**src/sv/isb_pkg.sv**
```systemverilog
// Shared types and constants for the image seam linear blend block.
package isb_pkg;

	localparam int MAX_COLS    = 4096;
	localparam int MAX_BLEND   = 256;
	localparam int COL_W       = 13;
	localparam int CUT_W       = 12;
	localparam int BLEND_W     = 9;
	localparam int PIX_W       = 16;
	localparam int BLEND_AW    = $clog2(MAX_BLEND);
	localparam int QUEUE_DEPTH = 4;
	localparam int QUEUE_AW    = $clog2(QUEUE_DEPTH);
	localparam int QUEUE_CW    = $clog2(QUEUE_DEPTH + 1);

	// Register indexes (byte address / 4)
	localparam logic [2:0] REG_FIRST_COLS  = 3'd0;
	localparam logic [2:0] REG_SECOND_COLS = 3'd1;
	localparam logic [2:0] REG_CUT_FIRST   = 3'd2;
	localparam logic [2:0] REG_CUT_SECOND  = 3'd3;
	localparam logic [2:0] REG_BLEND_WIDTH = 3'd4;

	// Work codes from front to back
	typedef logic [1:0] op_t;
	localparam op_t OP_DROP  = 2'd0;
	localparam op_t OP_PASS  = 2'd1;
	localparam op_t OP_BLEND = 2'd2;

	typedef struct packed {
		logic             kind;
		logic [PIX_W-1:0] pixel;
	} pix_item_t;

	typedef struct packed {
		logic [PIX_W-1:0] out_pixel;
		logic             out_valid;
		logic             end_of_row;
		logic             order_error;
		logic             setup_error;
	} res_item_t;

	typedef struct packed {
		logic [COL_W-1:0]   first_cols;
		logic [COL_W-1:0]   second_cols;
		logic [CUT_W-1:0]   cut_first;
		logic [CUT_W-1:0]   cut_second;
		logic [BLEND_W-1:0] blend_width;
	} cfg_t;

	typedef struct packed {
		op_t                 op;
		logic [PIX_W-1:0]    pixel;
		logic [PIX_W-1:0]    stored;
		logic [BLEND_AW-1:0] idx;
		logic                eor;
		logic                oerr;
		logic                serr;
	} work_t;

endpackage

```
**src/sv/isb_front.sv**
```systemverilog
// Front end: accepts pixels, tracks row position, keeps the stripe and classifies work.
module isb_front (
	input  logic              clk,
	input  logic              arst_n,
	input  isb_pkg::pix_item_t pix,
	input  logic              pix_valid,
	output logic              pix_ready,
	input  isb_pkg::cfg_t     cfg,
	output isb_pkg::work_t    push_item,
	output logic              push,
	input  logic              q_full
);
	import isb_pkg::*;

	logic [COL_W-1:0]    col_q, col_n;
	logic                phase_q, phase_n;
	logic                vld_s1;
	work_t               work_s1, work_n;
	logic [PIX_W-1:0]    stored_s1;
	logic                take;
	logic                store_en;
	logic                bad;
	logic [BLEND_AW-1:0] wr_addr, rd_addr;
	logic [COL_W-1:0]    hi, lo, last1, last2, idx_full, cf_sum, cs_sum;
	logic [PIX_W-1:0]    stripe_mem [MAX_BLEND];

	assign pix_ready = !vld_s1 || !q_full;
	assign take      = pix_valid && pix_ready;
	assign push      = vld_s1 && !q_full;

	always_comb begin
		cf_sum   = {1'b0, cfg.cut_first} + {{(COL_W-BLEND_W){1'b0}}, cfg.blend_width};
		cs_sum   = {1'b0, cfg.cut_second} + {{(COL_W-BLEND_W){1'b0}}, cfg.blend_width};
		hi       = cfg.first_cols - {1'b0, cfg.cut_first};
		lo       = hi - {{(COL_W-BLEND_W){1'b0}}, cfg.blend_width};
		last1    = cfg.first_cols - COL_W'(1);
		last2    = cfg.second_cols - COL_W'(1);
		idx_full = col_q - {1'b0, cfg.cut_second};
		wr_addr  = BLEND_AW'(col_q - lo);
		rd_addr  = idx_full[BLEND_AW-1:0];
		bad = (cfg.blend_width > BLEND_W'(MAX_BLEND)) ||
		      (cfg.first_cols > COL_W'(MAX_COLS)) ||
		      (cfg.second_cols > COL_W'(MAX_COLS)) ||
		      (cf_sum >= cfg.first_cols) || (cs_sum >= cfg.second_cols);

		work_n       = '0;
		work_n.op    = OP_DROP;
		work_n.pixel = pix.pixel;
		work_n.idx   = idx_full[BLEND_AW-1:0];
		col_n        = col_q;
		phase_n      = phase_q;
		store_en     = 1'b0;

		if (bad) begin
			work_n.serr = 1'b1;
		end else if (pix.kind != phase_q) begin
			work_n.oerr = 1'b1;
		end else if (!phase_q) begin
			if (col_q < lo) begin
				work_n.op = OP_PASS;
			end else if (col_q < hi) begin
				store_en = 1'b1;
			end
			if (col_q >= last1) begin
				col_n   = '0;
				phase_n = 1'b1;
			end else begin
				col_n = col_q + COL_W'(1);
			end
		end else begin
			if (col_q >= {1'b0, cfg.cut_second}) begin
				if (idx_full < {{(COL_W-BLEND_W){1'b0}}, cfg.blend_width}) begin
					work_n.op = OP_BLEND;
				end else begin
					work_n.op = OP_PASS;
				end
			end
			if (col_q >= last2) begin
				work_n.eor = (col_q >= {1'b0, cfg.cut_second});
				col_n      = '0;
				phase_n    = 1'b0;
			end else begin
				col_n = col_q + COL_W'(1);
			end
		end
	end

	always_ff @(posedge clk or negedge arst_n) begin
		if (!arst_n) begin
			vld_s1  <= 1'b0;
			col_q   <= '0;
			phase_q <= 1'b0;
		end else begin
			if (take) begin
				vld_s1  <= 1'b1;
				col_q   <= col_n;
				phase_q <= phase_n;
			end else if (push) begin
				vld_s1 <= 1'b0;
			end
		end
	end

	always_ff @(posedge clk) begin
		if (take) begin
			work_s1 <= work_n;
		end
	end

	// Stripe store: written in the first-image phase, read for blend pixels
	always_ff @(posedge clk) begin
		if (take && store_en) begin
			stripe_mem[wr_addr] <= pix.pixel;
		end
		if (take) begin
			stored_s1 <= stripe_mem[rd_addr];
		end
	end

	always_comb begin
		push_item        = work_s1;
		push_item.stored = stored_s1;
	end

endmodule

```
**src/sv/isb_queue.sv**
```systemverilog
// Short work queue between front end and back end.
module isb_queue (
	input  logic           clk,
	input  logic           arst_n,
	input  logic           push,
	input  isb_pkg::work_t push_item,
	output logic           full,
	input  logic           pop,
	output isb_pkg::work_t head,
	output logic           empty
);
	import isb_pkg::*;

	work_t               slot_q [QUEUE_DEPTH];
	logic [QUEUE_AW-1:0] wr_ptr_q, rd_ptr_q;
	logic [QUEUE_CW-1:0] count_q;

	assign full  = (count_q == QUEUE_CW'(QUEUE_DEPTH));
	assign empty = (count_q == '0);
	assign head  = slot_q[rd_ptr_q];

	always_ff @(posedge clk or negedge arst_n) begin
		if (!arst_n) begin
			wr_ptr_q <= '0;
			rd_ptr_q <= '0;
			count_q  <= '0;
		end else begin
			if (push) begin
				wr_ptr_q <= wr_ptr_q + QUEUE_AW'(1);
			end
			if (pop) begin
				rd_ptr_q <= rd_ptr_q + QUEUE_AW'(1);
			end
			if (push && !pop) begin
				count_q <= count_q + QUEUE_CW'(1);
			end else if (pop && !push) begin
				count_q <= count_q - QUEUE_CW'(1);
			end
		end
	end

	always_ff @(posedge clk) begin
		if (push) begin
			slot_q[wr_ptr_q] <= push_item;
		end
	end

endmodule

```
**src/sv/isb_back.sv**
```systemverilog
// Back end: blend arithmetic with a bit-serial divider and the result register.
module isb_back (
	input  logic                        clk,
	input  logic                        arst_n,
	input  isb_pkg::work_t              head,
	input  logic                        empty,
	output logic                        pop,
	input  logic [isb_pkg::BLEND_W-1:0] blend_width,
	output isb_pkg::res_item_t          res,
	output logic                        res_valid,
	input  logic                        res_ready
);
	import isb_pkg::*;

	localparam logic [2:0] ST_TAKE = 3'd0;
	localparam logic [2:0] ST_MUL  = 3'd1;
	localparam logic [2:0] ST_SUM  = 3'd2;
	localparam logic [2:0] ST_DIV  = 3'd3;
	localparam logic [2:0] ST_DONE = 3'd4;

	localparam int PROD_W = BLEND_W + PIX_W;
	localparam int REM_W  = PROD_W + 1;
	localparam int CNT_W  = $clog2(PIX_W);

	logic [2:0]          st_q;
	logic [PIX_W-1:0]    a_q, b_q, quo_q;
	logic [BLEND_AW-1:0] idx_q;
	logic                eor_q;
	logic [PROD_W-1:0]   pa_q, pb_q;
	logic [REM_W-1:0]    rem_q, trial, n_sum, rem_init;
	logic [CNT_W-1:0]    cnt_q;
	logic [BLEND_W-1:0]  wi, ip1;
	logic [BLEND_W:0]    dp, d2;
	logic                free, ge, load_pass, load_blend;
	res_item_t           res_q;
	logic                res_valid_q;

	assign res       = res_q;
	assign res_valid = res_valid_q;

	always_comb begin
		free     = !res_valid_q || res_ready;
		wi       = blend_width - {1'b0, idx_q};
		ip1      = {1'b0, idx_q} + BLEND_W'(1);
		dp       = {1'b0, blend_width} + (BLEND_W+1)'(1);
		d2       = {dp[BLEND_W-1:0], 1'b0};
		trial    = REM_W'(d2) << cnt_q;
		ge       = (rem_q >= trial);
		n_sum    = REM_W'(pa_q) + REM_W'(pb_q);
		// twice the numerator plus the divisor gives round half up
		rem_init = {n_sum[REM_W-2:0], 1'b0} + REM_W'(dp);
		pop        = (st_q == ST_TAKE) && !empty && ((head.op == OP_BLEND) || free);
		load_pass  = pop && (head.op != OP_BLEND);
		load_blend = (st_q == ST_DONE) && free;
	end

	always_ff @(posedge clk or negedge arst_n) begin
		if (!arst_n) begin
			st_q        <= ST_TAKE;
			res_valid_q <= 1'b0;
			cnt_q       <= '0;
		end else begin
			if (load_pass || load_blend) begin
				res_valid_q <= 1'b1;
			end else if (res_ready) begin
				res_valid_q <= 1'b0;
			end
			unique case (st_q)
				ST_TAKE: begin
					if (pop && (head.op == OP_BLEND)) begin
						st_q <= ST_MUL;
					end
				end
				ST_MUL: begin
					st_q <= ST_SUM;
				end
				ST_SUM: begin
					cnt_q <= CNT_W'(PIX_W - 1);
					st_q  <= ST_DIV;
				end
				ST_DIV: begin
					if (cnt_q == '0) begin
						st_q <= ST_DONE;
					end else begin
						cnt_q <= cnt_q - CNT_W'(1);
					end
				end
				ST_DONE: begin
					if (free) begin
						st_q <= ST_TAKE;
					end
				end
				default: begin
					st_q <= ST_TAKE;
				end
			endcase
		end
	end

	always_ff @(posedge clk) begin
		if (pop && (head.op == OP_BLEND)) begin
			a_q   <= head.stored;
			b_q   <= head.pixel;
			idx_q <= head.idx;
			eor_q <= head.eor;
		end
		if (st_q == ST_MUL) begin
			pa_q <= {{PIX_W{1'b0}}, wi} * {{BLEND_W{1'b0}}, a_q};
			pb_q <= {{PIX_W{1'b0}}, ip1} * {{BLEND_W{1'b0}}, b_q};
		end
		if (st_q == ST_SUM) begin
			rem_q <= rem_init;
			quo_q <= '0;
		end
		if (st_q == ST_DIV) begin
			if (ge) begin
				rem_q <= rem_q - trial;
			end
			quo_q <= {quo_q[PIX_W-2:0], ge};
		end
		if (load_pass) begin
			res_q.out_pixel   <= (head.op == OP_PASS) ? head.pixel : '0;
			res_q.out_valid   <= (head.op == OP_PASS);
			res_q.end_of_row  <= head.eor;
			res_q.order_error <= head.oerr;
			res_q.setup_error <= head.serr;
		end else if (load_blend) begin
			res_q.out_pixel   <= quo_q;
			res_q.out_valid   <= 1'b1;
			res_q.end_of_row  <= eor_q;
			res_q.order_error <= 1'b0;
			res_q.setup_error <= 1'b0;
		end
	end

endmodule

```
**src/sv/image_seam_linear_blend_top.sv**
```systemverilog
// Image seam linear blend: stitches two rows with a feathered transition stripe.
// Path: an accepted pixel is registered in the front end, then in a queue slot, then in the result register.
// Throughput: one pass-through or dropped pixel per cycle while res_ready does not stall; a blended
// pixel holds the back end for the product, the sum, then one quotient bit per cycle of the serial divider.
// Reset: arst_n clears registers to their defaults, the row position, the queue and the
// result valid flag; the stripe store is not cleared and is filled by each row's first image.
module image_seam_linear_blend_top (
	input  logic                   clk,
	input  logic                   arst_n,
	input  logic                   pix_valid,
	output logic                   pix_ready,
	input  isb_pkg::pix_item_t     pix,
	output logic                   res_valid,
	input  logic                   res_ready,
	output isb_pkg::res_item_t     res,
	input  logic                   psel,
	input  logic                   penable,
	input  logic                   pwrite,
	input  logic [4:0]             paddr,
	input  logic [31:0]            pwdata,
	output logic [31:0]            prdata,
	output logic                   pready
);
	import isb_pkg::*;

	cfg_t  cfg_q;
	work_t push_item, head;
	logic  push, pop, q_full, q_empty;
	logic  wr_en;

	// APB access: no wait states
	assign pready = 1'b1;
	assign wr_en  = psel && penable && pwrite && pready;

	always_ff @(posedge clk or negedge arst_n) begin
		if (!arst_n) begin
			cfg_q.first_cols  <= COL_W'(MAX_COLS);
			cfg_q.second_cols <= COL_W'(MAX_COLS);
			cfg_q.cut_first   <= '0;
			cfg_q.cut_second  <= '0;
			cfg_q.blend_width <= '0;
		end else if (wr_en) begin
			unique case (paddr[4:2])
				REG_FIRST_COLS:  cfg_q.first_cols  <= pwdata[COL_W-1:0];
				REG_SECOND_COLS: cfg_q.second_cols <= pwdata[COL_W-1:0];
				REG_CUT_FIRST:   cfg_q.cut_first   <= pwdata[CUT_W-1:0];
				REG_CUT_SECOND:  cfg_q.cut_second  <= pwdata[CUT_W-1:0];
				REG_BLEND_WIDTH: cfg_q.blend_width <= pwdata[BLEND_W-1:0];
				default: begin
					// drop writes outside the register list
				end
			endcase
		end
	end

	// Read back the register image
	always_comb begin
		unique case (paddr[4:2])
			REG_FIRST_COLS:  prdata = 32'(cfg_q.first_cols);
			REG_SECOND_COLS: prdata = 32'(cfg_q.second_cols);
			REG_CUT_FIRST:   prdata = 32'(cfg_q.cut_first);
			REG_CUT_SECOND:  prdata = 32'(cfg_q.cut_second);
			REG_BLEND_WIDTH: prdata = 32'(cfg_q.blend_width);
			default:         prdata = '0;
		endcase
	end

	// Front: accept each transaction, classify it and fetch its stripe partner
	isb_front u_front (
		.clk       (clk),
		.arst_n    (arst_n),
		.pix       (pix),
		.pix_valid (pix_valid),
		.pix_ready (pix_ready),
		.cfg       (cfg_q),
		.push_item (push_item),
		.push      (push),
		.q_full    (q_full)
	);

	// Queue: decouple classification from the slower blend arithmetic
	isb_queue u_queue (
		.clk       (clk),
		.arst_n    (arst_n),
		.push      (push),
		.push_item (push_item),
		.full      (q_full),
		.pop       (pop),
		.head      (head),
		.empty     (q_empty)
	);

	// Back: compute blended pixels and hold each result until it is taken
	isb_back u_back (
		.clk         (clk),
		.arst_n      (arst_n),
		.head        (head),
		.empty       (q_empty),
		.pop         (pop),
		.blend_width (cfg_q.blend_width),
		.res         (res),
		.res_valid   (res_valid),
		.res_ready   (res_ready)
	);

endmodule
```
**config.mk**
```make
export PLATFORM = sky130hd
export DESIGN_NAME = image_seam_linear_blend_top
export DESIGN_NICKNAME = d
export VERILOG_FILES = /design/src/sv/isb_pkg.sv /design/src/sv/isb_front.sv /design/src/sv/isb_queue.sv /design/src/sv/isb_back.sv /design/src/sv/image_seam_linear_blend_top.sv
export SDC_FILE = /design/constraint.sdc
export NUM_CORES = 2
export LEC_CHECK = 0
export BUFFER_PORTS_ARGS = -buffer_cell sky130_fd_sc_hd__buf_2
export CAP_MARGIN = 20
export CORE_ASPECT_RATIO = 0.6
export CORE_UTILIZATION = 50
export CTS_CLUSTER_DIAMETER = 100
export CTS_CLUSTER_SIZE = 8
export DETAILED_ROUTE_END_ITERATION = 12
export PLACE_DENSITY = 0.68
export SKIP_CTS_REPAIR_TIMING = 1
export SYNTH_ARGS = -nofsm -noshare
export SYNTH_HDL_FRONTEND = slang
export SYNTH_HIERARCHICAL = 1
export SYNTH_MEMORY_MAX_BITS = 65536
export SYNTH_SLANG_ARGS = --single-unit
```
**constraint.sdc**
```tcl
create_clock -name clk -period 6.4 [get_ports clk]
set_input_delay 0.64 -clock clk [delete_from_list [all_inputs] [get_ports clk]]
set_output_delay 0.64 -clock clk [all_outputs]
set_load 0.01 [all_outputs]
```
# Yosys cells after proc, flatten, opt, wreduce, memory -nomap -nowiden
# Memories as Yosys holds them, arrays and structs flattened. A register that Yosys moved wholly into a read port is not among the register bits.
# Cells that the tools add are included.
# W data, S select, Z words.
classes:
  add_sub_neg: 20
  multipliers: 2
  n_lt_le_gt_ge: 12
  eq_ne: 17
  shift: 1
  n_mux: 42
  bitwise: 4
  n_reduce_logical: 45
op_table:
  columns: ["cell", "count"]
  rows:
  - ["$mux W26", 3]
  - ["$pmux W13 S5", 1]
  - ["$ge A13 B13 Y1", 4]
  - ["$mul A9 B16 Y25", 2]
  - ["$mux W16", 3]
  - ["$mux W20", 2]
  - ["$mux W13", 3]
  - ["$add A12 B9 Y13", 2]
  - ["$add A26 B10 Y26", 1]
  - ["$ge A26 B26 Y1", 1]
  - ["$gt A13 B13 Y1 const B", 2]
  - ["$lt A13 B13 Y1", 2]
  - ["$shl A10 B4 Y26", 1]
  - ["$sub A13 B1 Y13 const B", 2]
  - ["$sub A13 B12 Y13", 2]
  - ["$sub A26 B26 Y26", 1]
  - ["$add A25 B25 Y25", 1]
  - ["$mux W1", 19]
  - ["$mux W3", 5]
  - ["$pmux W3 S5", 1]
  - ["$add A13 B1 Y13 const B", 1]
  - ["$ge A13 B12 Y1", 1]
  - ["$lt A13 B9 Y1", 1]
  - ["$sub A13 B9 Y13", 1]
  - ["other kinds (31)", 81]
word_totals:
  ff_bits: 271
  mem_bits_rw: 4276
  inputBits: 61
  out_inout_bits: 55
  word_cells: 178
  memories: 2
mem_list:
  columns: ["name", "depth", "word_bits", "rd", "rd_clocked_by_memory_dff", "write_ports", "line", "text"]
  rows:
  - ["u_front.stripe_mem", 256, 16, 1, 1, 1, "isb_front.sv:25", "logic [PIX_W-1:0] stripe_mem [MAX_BLEND];"]
  - ["u_queue.slot_q", 4, 45, 1, 0, 1, "isb_queue.sv:14", "work_t slot_q [QUEUE_DEPTH];"]

# Longest topological paths before layout
depth:
  ltp_word: 10
  mapped_depth: 32
  mapped_depth_nobuf: 31

# Cells and area by module
# Netlist, hierarchy kept.
modules_own_cells:
  columns: ["mod", "n_inst", "cells_per_inst", "area_per_inst_um2", "seq_area_each_um2"]
  rows:
  - ["isb_front", 1, 8466, 164652.9, 124724.6]
  - ["isb_back", 1, 1978, 18735.5, 4544.4]
  - ["isb_queue", 1, 269, 6907.9, 5580.4]
  - ["image_seam_linear_blend_top", 1, 212, 2915.3, 1478.9]

# Worst setup path before layout
# No wires, ideal clock.
synth_path:
  path_kind: "reg2reg"
  startpoint: "register cfg_q[0] (netlist name)"
  endpoint: "register u_back.pa_q[24], data pin"
  setup_ps: 260
  arrival_ps: 6547
  t_required_ps: 6140
  setup_slack_ps: -407
  stages_incl_launch_ff: 29
  n_path_buf: 1
  period_less_slack_ps: 6807
  path_cell_list: "dfrtp_1 > inv_1 > ha_1 > fa_1 > nor2b_1 > o21ai_0 > nand2b_1 > a21oi_1 > nor2b_1 > o21ai_0 > nand2b_1 > a21oi_1 > xnor2_1 > clkbuf_1 > nor2b_1 > fa_1 > fa_1 > fa_1 > inv_1 > fa_1 > inv_1 > ha_1 > and2_1 > o21ai_0 > o21ai_0 > o41ai_1 > o21ai_0 > o221ai_1 > xnor2_1"
synth_via:
  elab_chain_len: 2
synth_lines:
  columns: ["item", "line", "text"]
  rows:
  - ["$sub A9 B8 Y9", "isb_back.sv:43", "wi = blend_width - {1'b0, idx_q};"]
  - ["$mul A9 B16 Y25", "isb_back.sv:108", "pa_q <= {{PIX_W{1'b0}}, wi} * {{BLEND_W{1'b0}}, a_q};"]
  - ["to (signal assigned)", "isb_back.sv:108", null]
  - ["to (decl)", "isb_back.sv:29", "logic [PROD_W-1:0] pa_q, pb_q;"]
# No other way between the ends.
# A chain may end at the register's enable or synchronous reset.

# Worst setup path in the final report
layout_path:
  startpoint: "register u_back.idx_q[0]"
  endpoint: "register u_back.pa_q[23], data pin"
layout_via:
  elab_chain_len: 2
layout_lines:
  columns: ["item", "line", "text"]
  rows:
  - ["from (decl)", "isb_back.sv:27", "logic [BLEND_AW-1:0] idx_q;"]
  - ["from (signal assigned)", "isb_back.sv:104", "idx_q <= head.idx;"]
  - ["$sub A9 B8 Y9", "isb_back.sv:43", null]
  - ["$mul A9 B16 Y25", "isb_back.sv:108", null]
# No other way between the ends.

==> results_dict.tcl <==
set metrics [dict create \
    status "complete, but fails checks" \
    violations "antenna rules, slew limit" \
    clock_sinks 4563 \
    h-tree-depth 6 \
    antenna_left 1 \
    fin_cells 17060 \
    yosysMostFrequentCell "edfxtp_1" \
    vias_per_cell 6.380 \
    finalSetupTns_ns 0 \
    grt_first_pass_wirelength_um 764500 \
    critical_path_class "reg2reg" \
    synthFlopType "edfxtp_1" \
    synth-async-reset-ratio_pct 1.950 \
    drt_wl_total_um 532700 \
    reg2reg_depth 30 \
    die_y_um 483.5 \
    syn_to_final_growth_pct 16.13 \
    crit_slowest_cell "fa_1" \
    layout.nets 12360 \
    skew_ns 0.08131 \
    crit_path_end_kind "flip-flop" \
    coreArea_um2 383800 \
    yosysSeqAreaShare_pct 70.56 \
    dpl.hpwl_um 333100 \
    rsz0062_at_grt "yes" \
    fin_crit_ns 6.361 \
    synthTopCellsByArea "edfxtp_1, mux4_2, nand2_1, fa_1, ha_1" \
    yosys.area.top_type "edfxtp_1" \
    cp.arrival_ns 7.03 \
    gp_congestion 0.9005 \
    antenna_found_initial 29 \
    initial_core_util_pct 50.34 \
    synth_area_um2 193200 \
    final_core_util_pct 58.46 \
    synth_cell_types 111 \
    setup_viol 0 \
    cts-root-buf "clkbuf_16" \
    cpPeakStageDelay_ns 0.53 \
    portBuffers 74 \
    dieWidth_um 804.5 \
    cp_max_fo 6 \
    synth_warnings 6 \
    worst_slew_pin_slew_ns 1.537 \
    grt_pass1_vias 106700 \
    maxSlewViolCount 48 \
    vias 108800 \
    top_level_ports 116 \
    syn_avg_cell_area_um2 17.69 \
    synth-edff-count 4449 \
    cts_tree "built" \
    max-slew-margin-rel_pct -2.447 \
    clkTransAtPathRegs_ns 0.06 \
    grt.total_usage_pct 27.01 \
    drc 0 \
    grt_max_degree 162 \
    fmaxAchievable_mhz 157.2 \
    critPathLaunchType "flip-flop" \
    dr.pass1.iters 6 \
    whs_path_depth 2 \
    wire_per_inst_um 31.23 \
    synth_top_area_share_pct 69.15 \
    fin_crit_sh_pct 99.38 \
    initialDrtViolationCount 15760 \
    overflow 0 \
    max_cap_violations 0 \
    synthTopCellsByCount "edfxtp_1, nand2_1, mux4_2, nand3_1, nor2_1" \
    synth_seq_cells 4563 \
    rows 176 \
    holdWs_ns 0.04661 \
    cts_buffer_depth 4 \
    dp.cells 16270 \
    clk_latency_ns 0.99 \
    layout-drive-gt1-share_pct 23.80 \
    dieArea_um2 389000 \
    hold_viol_final 0 \
    cts_buffers 645 \
    min_path_type "in2reg" \
    syn_inst 10930 \
    cp.required_ns 7.07 \
]
metal layers:
metal  routed length (um)  up-vias  track usage (%)
met1               224200    56610            42.22
met4                11170       14            6.194
met5                   87        -                0
li1                     -    44330                -
met2               220900     7113            36.33
met3                76350      754            9.605
layout make-up:
| cell class | count | area [um^2] |
|---|---|---|
| Fill cell | 27620 | 159500 |
| Sequential cell | 4563 | 136300 |
| Multi-Input combinational cell | 5466 | 53930 |
| Clock buffer | 694 | 16710 |
| Timing Repair Buffer | 745 | 8960 |
| Tap cell | 5162 | 6459 |
| Inverter | 361 | 1363 |
| Clock inverter | 37 | 543.0 |
| Antenna cell | 28 | 70.07 |
cell usage in the layout, fill, tap and decap left out, drive strengths merged, types with 119 or more instances in the layout:
| cell | n |
|---|---|
| a21oi | 204 |
| nor2 | 416 |
| nand2 | 1214 |
| nand3 | 563 |
| clkbuf | 695 |
| buf | 737 |
| xnor2 | 135 |
| edfxtp | 4449 |
| inv | 377 |
| ha | 305 |
| fa | 208 |
| mux4 | 1072 |
| o21ai | 119 |
per-stage QoR:
stage                     cell area (um^2)  setup WS (ns)
after floorplan                     193300        0.01434
after global placement              206100        -0.6431
after detailed placement            206100        -0.4315
after CTS                           223400        -0.4960
after global routing                224300        -0.2166
final                               224400        0.03947
logic make-up after synthesis:
kind of cell	Yosys count	synth area share, %
buffers and inverters	914	1.969
adder cells (fa/ha/maj)	514	4.136
other	2	0.003887
AO/OA/AOI/OAI	734	2.545
XOR/XNOR	190	0.8691
flip-flops	4563	70.56
AND/OR/NAND/NOR	2826	6.783
multiplexers	1182	13.13
flip-flops by register name, summed over array words and instances (netlist names), 20 cells and up:
name	count
cfg_q	59
u_back/pa_q	25
u_back/pb_q	25
u_back/rem_q	26
u_back/res	20
u_front/push_item	29
u_front/stripe_mem	4096
u_queue/slot_q	180
critical path, delay by kind of cell, from the launching register on:
kind | cells | cell delay [ns]
adders and majority gates | 7 | 2.94
buffers and inverters | 7 | 0.56
xor gates and xnor gates | 2 | 0.35
DFF | 1 | 0.45
and+or+nand+nor | 7 | 0.85
AOI/OAI and AO/OA | 7 | 0.92
final timing paths:
check                                      from             endpoint  slack [ns]
worst max-delay path            u_back/idx_q[0]      u_back/pa_q[23]        0.04
worst min-delay path                  pwdata[5]            cfg_q[14]        0.05
worst max register to register  u_back/idx_q[0]      u_back/pa_q[23]        0.04
worst min register to register  u_back/rem_q[9]      u_back/rem_q[9]        0.48
max in group asynchronous                arst_n  u_queue/rd_ptr_q[0]        4.85
min in group asynchronous                arst_n            cfg_q[56]        0.31
Power is not shown: default switching activity piles up to over one toggle a cycle in this logic, so the estimate is an artifact.
